$ cat src/hw/rtl/lpcv_pkg.sv
// shared types and constants of the prefer-clean lru victim selector
package lpcv_pkg;

    localparam int KIND_W   = 2;
    localparam int SET_IN_W = 6;
    localparam int WAY_IN_W = 2;
    localparam int TAG_IN_W = 20;
    localparam int PADDR_W  = 3;
    localparam int PDATA_W  = 32;

    // item kinds as seen on the input channel
    localparam logic [KIND_W-1:0] KIND_ACCESS = 2'd0;
    localparam logic [KIND_W-1:0] KIND_VICTIM = 2'd1;
    localparam logic [KIND_W-1:0] KIND_RECORD = 2'd2;

    // operations after classification
    localparam logic [1:0] OP_NONE   = 2'd0;
    localparam logic [1:0] OP_ACCESS = 2'd1;
    localparam logic [1:0] OP_VICTIM = 2'd2;
    localparam logic [1:0] OP_RECORD = 2'd3;

    // register indexes, taken from paddr[2]
    localparam logic REG_PREFER_CLEAN = 1'b0;
    localparam logic REG_WAYS_IN_USE  = 1'b1;

    localparam logic [2:0] WAYS_IN_USE_RESET = 3'd4;

    typedef struct packed {
        logic [1:0]          op;
        logic [SET_IN_W-1:0] set_index;
        logic [WAY_IN_W-1:0] way_index;
        logic [TAG_IN_W-1:0] tag;
        logic                modified;
    } t_cmd;

    typedef struct packed {
        logic       prefer_clean;
        logic [2:0] ways_in_use;
    } t_cfg;

    typedef struct packed {
        logic [WAY_IN_W-1:0] victim_way;
        logic                victim_valid;
    } t_res;

endpackage

$ cat src/hw/rtl/lpcv_front.sv
// front end: accepts items, classifies them and queues the commands
module lpcv_front
    import lpcv_pkg::*;
#(
    parameter int WAYS = 4
) (
    input  logic                i_clk,
    input  logic                i_rst_n,
    input  logic                i_push,
    output logic                o_full,
    input  logic [KIND_W-1:0]   i_kind,
    input  logic [SET_IN_W-1:0] i_set_index,
    input  logic [WAY_IN_W-1:0] i_way_index,
    input  logic [TAG_IN_W-1:0] i_tag,
    input  logic                i_modified,
    input  logic                i_open,
    output logic                o_cmd_valid,
    output t_cmd                o_cmd,
    input  logic                i_cmd_pop
);

    t_cmd       r_q [2];
    logic       r_wp, r_rp;
    logic [1:0] r_cnt;
    t_cmd       w_cmd;
    logic       w_push, w_pop;

    always_comb begin
        w_cmd.set_index = i_set_index;
        w_cmd.way_index = i_way_index;
        w_cmd.tag       = i_tag;
        w_cmd.modified  = i_modified;
        unique case (i_kind)
            KIND_ACCESS: w_cmd.op = OP_ACCESS;
            KIND_VICTIM: w_cmd.op = OP_VICTIM;
            // a record to a way beyond the array becomes a no-op
            KIND_RECORD: w_cmd.op = (32'(i_way_index) < WAYS) ? OP_RECORD : OP_NONE;
            default:     w_cmd.op = OP_NONE;
        endcase
    end

    assign o_full      = (r_cnt == 2'd2) || !i_open;
    assign w_push      = i_push && !o_full;
    assign o_cmd_valid = (r_cnt != 2'd0);
    assign w_pop       = i_cmd_pop && o_cmd_valid;
    assign o_cmd       = r_q[r_rp];

    always_ff @(posedge i_clk) begin
        if (w_push) begin
            r_q[r_wp] <= w_cmd;
        end
    end

    always_ff @(posedge i_clk) begin
        if (!i_rst_n) begin
            r_wp  <= 1'b0;
            r_rp  <= 1'b0;
            r_cnt <= 2'd0;
        end else begin
            if (w_push) begin
                r_wp <= ~r_wp;
            end
            if (w_pop) begin
                r_rp <= ~r_rp;
            end
            r_cnt <= r_cnt + 2'(w_push) - 2'(w_pop);
        end
    end

endmodule

$ cat config.mk
export PLATFORM = sky130hd
export DESIGN_NAME = lpcv_front
export DESIGN_NICKNAME = d
export VERILOG_FILES = /design/src/hw/rtl/lpcv_pkg.sv /design/src/hw/rtl/lpcv_front.sv
export SDC_FILE = /design/constraint.sdc
export NUM_CORES = 1
export LEC_CHECK = 0
export BUFFER_PORTS_ARGS = -buffer_cell sky130_fd_sc_hd__buf_2
export CORE_AREA = 2 2 95 97
export DETAILED_ROUTE_END_ITERATION = 8
export DIE_AREA = 0 0 97 99
export GPL_TIMING_DRIVEN = 0
export PLACE_DENSITY_LB_ADDON = 0.12
export SLEW_MARGIN = 20
export SYNTH_ARGS = -nofsm -noshare
export SYNTH_HDL_FRONTEND = slang
export SYNTH_SLANG_ARGS = --single-unit
export TNS_END_PERCENT = 10
$ cat constraint.sdc
create_clock -name i_clk -period 3 [get_ports i_clk]
set_input_delay 0.3 -clock i_clk [delete_from_list [all_inputs] [get_ports i_clk]]
set_output_delay 0.3 -clock i_clk [all_outputs]
set_load 0.02 [all_outputs]
==> metrics.txt <==
status finished, final reports clean; vias in the first global route between 1000 and 1500; GRT Resource Usage Total about 10%; Site Rows 34; PortBufs 68; post-route ant nets 0; total die area about 0.0096 mm2; post-layout min period approximately 1.9 ns; clock tree buffer depth 2; worst min-delay path category input pin to register; synthesized flop and latch total 67; Arr. time, crit path roughly 2.1 ns; Slew @ Worst Pin around 0.42 ns; max_slew headroom a little under three quarters; Crit-path slowest cell ha_1; WL/cell ~14 um; Syn Std Cell Area around 0.0025 mm2; initial antenna violation count 0; cts bufs inserted 9; crit end category register; area post-placement ~0.0031 mm2; Boundary Pins slightly below 70; Fin Clk Skew 0.00945 ns; Core Region 0.00855 mm2; pins over their slew limit 0; CTS Sinks 67; WS Path Type register to register; Tcrit/Tclk final about 63%; DR iter-0 viols 31; Hold WS ~0.15 ns; CP Cell Sequence nand2b_1, nand3_1, ha_1, inv_1, ha_1, xnor2_1, xnor2_1, and2_1; Post-Synthesis Cells between 100 and 150; CTS tree done; final hold vios 0; FF-to-FF path depth 8; clock latency on the worst-skew pair 0.33 ns; vias per cell 4.11; Placed Cells approximately 310; Yosys warnings 0; die width ~97 um; average size of a mapped cell 19.7 um2; DP HPWL between 3 and 4 mm; hold endpoint r_q[1][18]$_DFFE_PP_; HP Start i_tag[17]; post-synthesis sequential area ratio between 70 and 80%; Static Leakage roughly 1.2 nW; most common cell after layout, fill and taps aside buf_2; Clock H-tree levels 3; PD cells 752 mW/mm2; CP startpoint kind register; via count between 1000 and 1500; hold_buf cts 0; Die H 99 um; Layout area overhead 28.7%; CTS root buf clkbuf_8; Critical Path RT roughly 3.2 ns; fillcell total just over 800; drt pass-1 iters 4; Min-Delay Path Depth 1; fmax 0.526 GHz; RR Endpoint r_cnt[1]$_SDFF_PN0_; Finish-stage setup viols 0; Final nets approximately 250; worst r2r src r_cnt[0]$_SDFF_PN0_; Post-CTS Resized 0; VDD IR max around 0.4 mV; commonest non-fill, non-tap cells in the layout buf_2 (68), edfxtp_1 (62), mux2_2 (31); first-pass GRT wire length a little over 7 mm; RSZ-0062 raised after global routing no; ANT cells 0; worst-path maximum fanout 4; final wirelength about 4.5 mm; count of different cell masters after synthesis 16; Synthesized Nets between 150 and 200; max incr delay on CP about 0.38 ns; post-route DRC violation count 0; largest net degree at the start of global routing 22; final instance count without filler cells 322; Initial Utilization 29.6%; Final Cell Area roughly 0.0033 mm2; Reg clk slew, reported paths approximately 0.070 ns; r2r setup slk 1.10 ns; GRT Residual Overflow 0; share of cells above drive strength 1 ~56%; Post-CTS Setup Bufs 0; Max-Cap Viols 0; gpl congestion approximately 0.7
==> Yosys cell counts, drive strengths merged <==
cell     n  area share (%)
nand3    1            0.20
inv      4            0.59
o21a     1            0.30
mux2i    1            0.39
nor2     4            0.59
ha       5             2.5
xnor2    3             1.0
edfxtp  62              73
mux2    31              14
dfxtp    5             3.9
buf      3             1.3
nand2b   1            0.25
and2     2            0.49
nand2    3            0.44
nor2b    2            0.49
or2      1            0.25
==> per-layer routing <==
metal / GRT usage [%] / wire length (um) / part of all wire (%) / vias to the layer above
met3: 3.76 / 231 / 5.1 / 9
li1: - / - / - / 647
met1: 11.1 / 1890 / 41 / 628
met4: 4.55 / 87 / 1.9 / 0
met2: 17.1 / 2340 / 52 / 41
met5: 0 / 0 / 0 / -
==> worst max-delay path, delay by kind of cell (launching register included) <==
kind,cells,cell delay [ns]
flip-flops,1,0.36
XOR/XNOR,2,0.27
adder cells (fa/ha/maj),2,0.55
AND/OR/NAND/NOR,3,0.58
buffers and inverters,1,0.04
==> cell families after synthesis <==
| family | after synthesis | share of synthesized area [%] |
|---|---|---|
| flops | 67 | 77.4 |
| mux | 32 | 14.2 |
| simple gates | 14 | 2.71 |
| buf+inv | 7 | 1.92 |
| fa+ha+maj | 5 | 2.47 |
| xor+xnor | 3 | 1.04 |
| compound gates | 1 | 0.296 |
==> per-stage QoR <==
stage	worst slack, ns	power (W)	TNS [ns]	util, %
2_1_floorplan	0.631	0.00159	0	-
3_3_place_gp	-0.134	0.00176	-8.23	35.2
3_5_place_dp	1.10	0.00180	0	36.0
4_1_cts	1.07	0.00250	0	38.1
5_1_grt	0.940	0.00259	0	38.1
6_report	1.10	0.00245	0	38.1
==> registers in the layout (all words and copies together) (netlist names), named ones only <==
signal  count
r_cnt       2
r_wp        1
r_rp        1
r_q        62
==> power by group <==
| group | internal (W) | switching, W | total (W) |
|---|---|---|---|
| clock network | 0.000372 | 0.000317 | 0.000689 |
| registers | 0.00111 | 0.0000335 | 0.00114 |
| logic | 0.000283 | 0.000343 | 0.000626 |
==> cell type report <==
| cell class | instances | area [um2] | share of cell area, % |
|---|---|---|---|
| clock inverters | 6 | 57.6 | 1.76 |
| repair buffers | 70 | 395 | 12.1 |
| clock buffers | 9 | 124 | 3.80 |
| well taps | 108 | 135 | 4.14 |
| plain buffers | 3 | 33.8 | 1.04 |
| inverters | 4 | 15.0 | 0.460 |
| flip-flops and latches | 67 | 1960 | 60.1 |
| multi-input cells | 55 | 539 | 16.5 |
==> worst max path at each step <==
| stage | start | to | slack, ns | depth (start not counted) |
|---|---|---|---|---|
| 6_report | r_cnt[0]$_SDFF_PN0_ | r_cnt[1]$_SDFF_PN0_ | 1.10 | 8 |
| 4_1_cts | r_cnt[0]$_SDFF_PN0_ | r_cnt[1]$_SDFF_PN0_ | 1.07 | 8 |
| 3_3_place_gp | r_cnt[0]$_SDFF_PN0_ | r_q[1][16]$_DFFE_PP_ | -0.13 | 3 |
| 3_5_place_dp | r_cnt[0]$_SDFF_PN0_ | r_cnt[1]$_SDFF_PN0_ | 1.10 | 8 |
| 5_1_grt | r_cnt[0]$_SDFF_PN0_ | r_cnt[1]$_SDFF_PN0_ | 0.94 | 8 |
| 2_1_floorplan | r_cnt[0]$_SDFF_PN0_ | r_q[0][0]$_DFFE_PP_ | 0.63 | 3 |
Note: power is estimated with default switching activity, not from simulation.
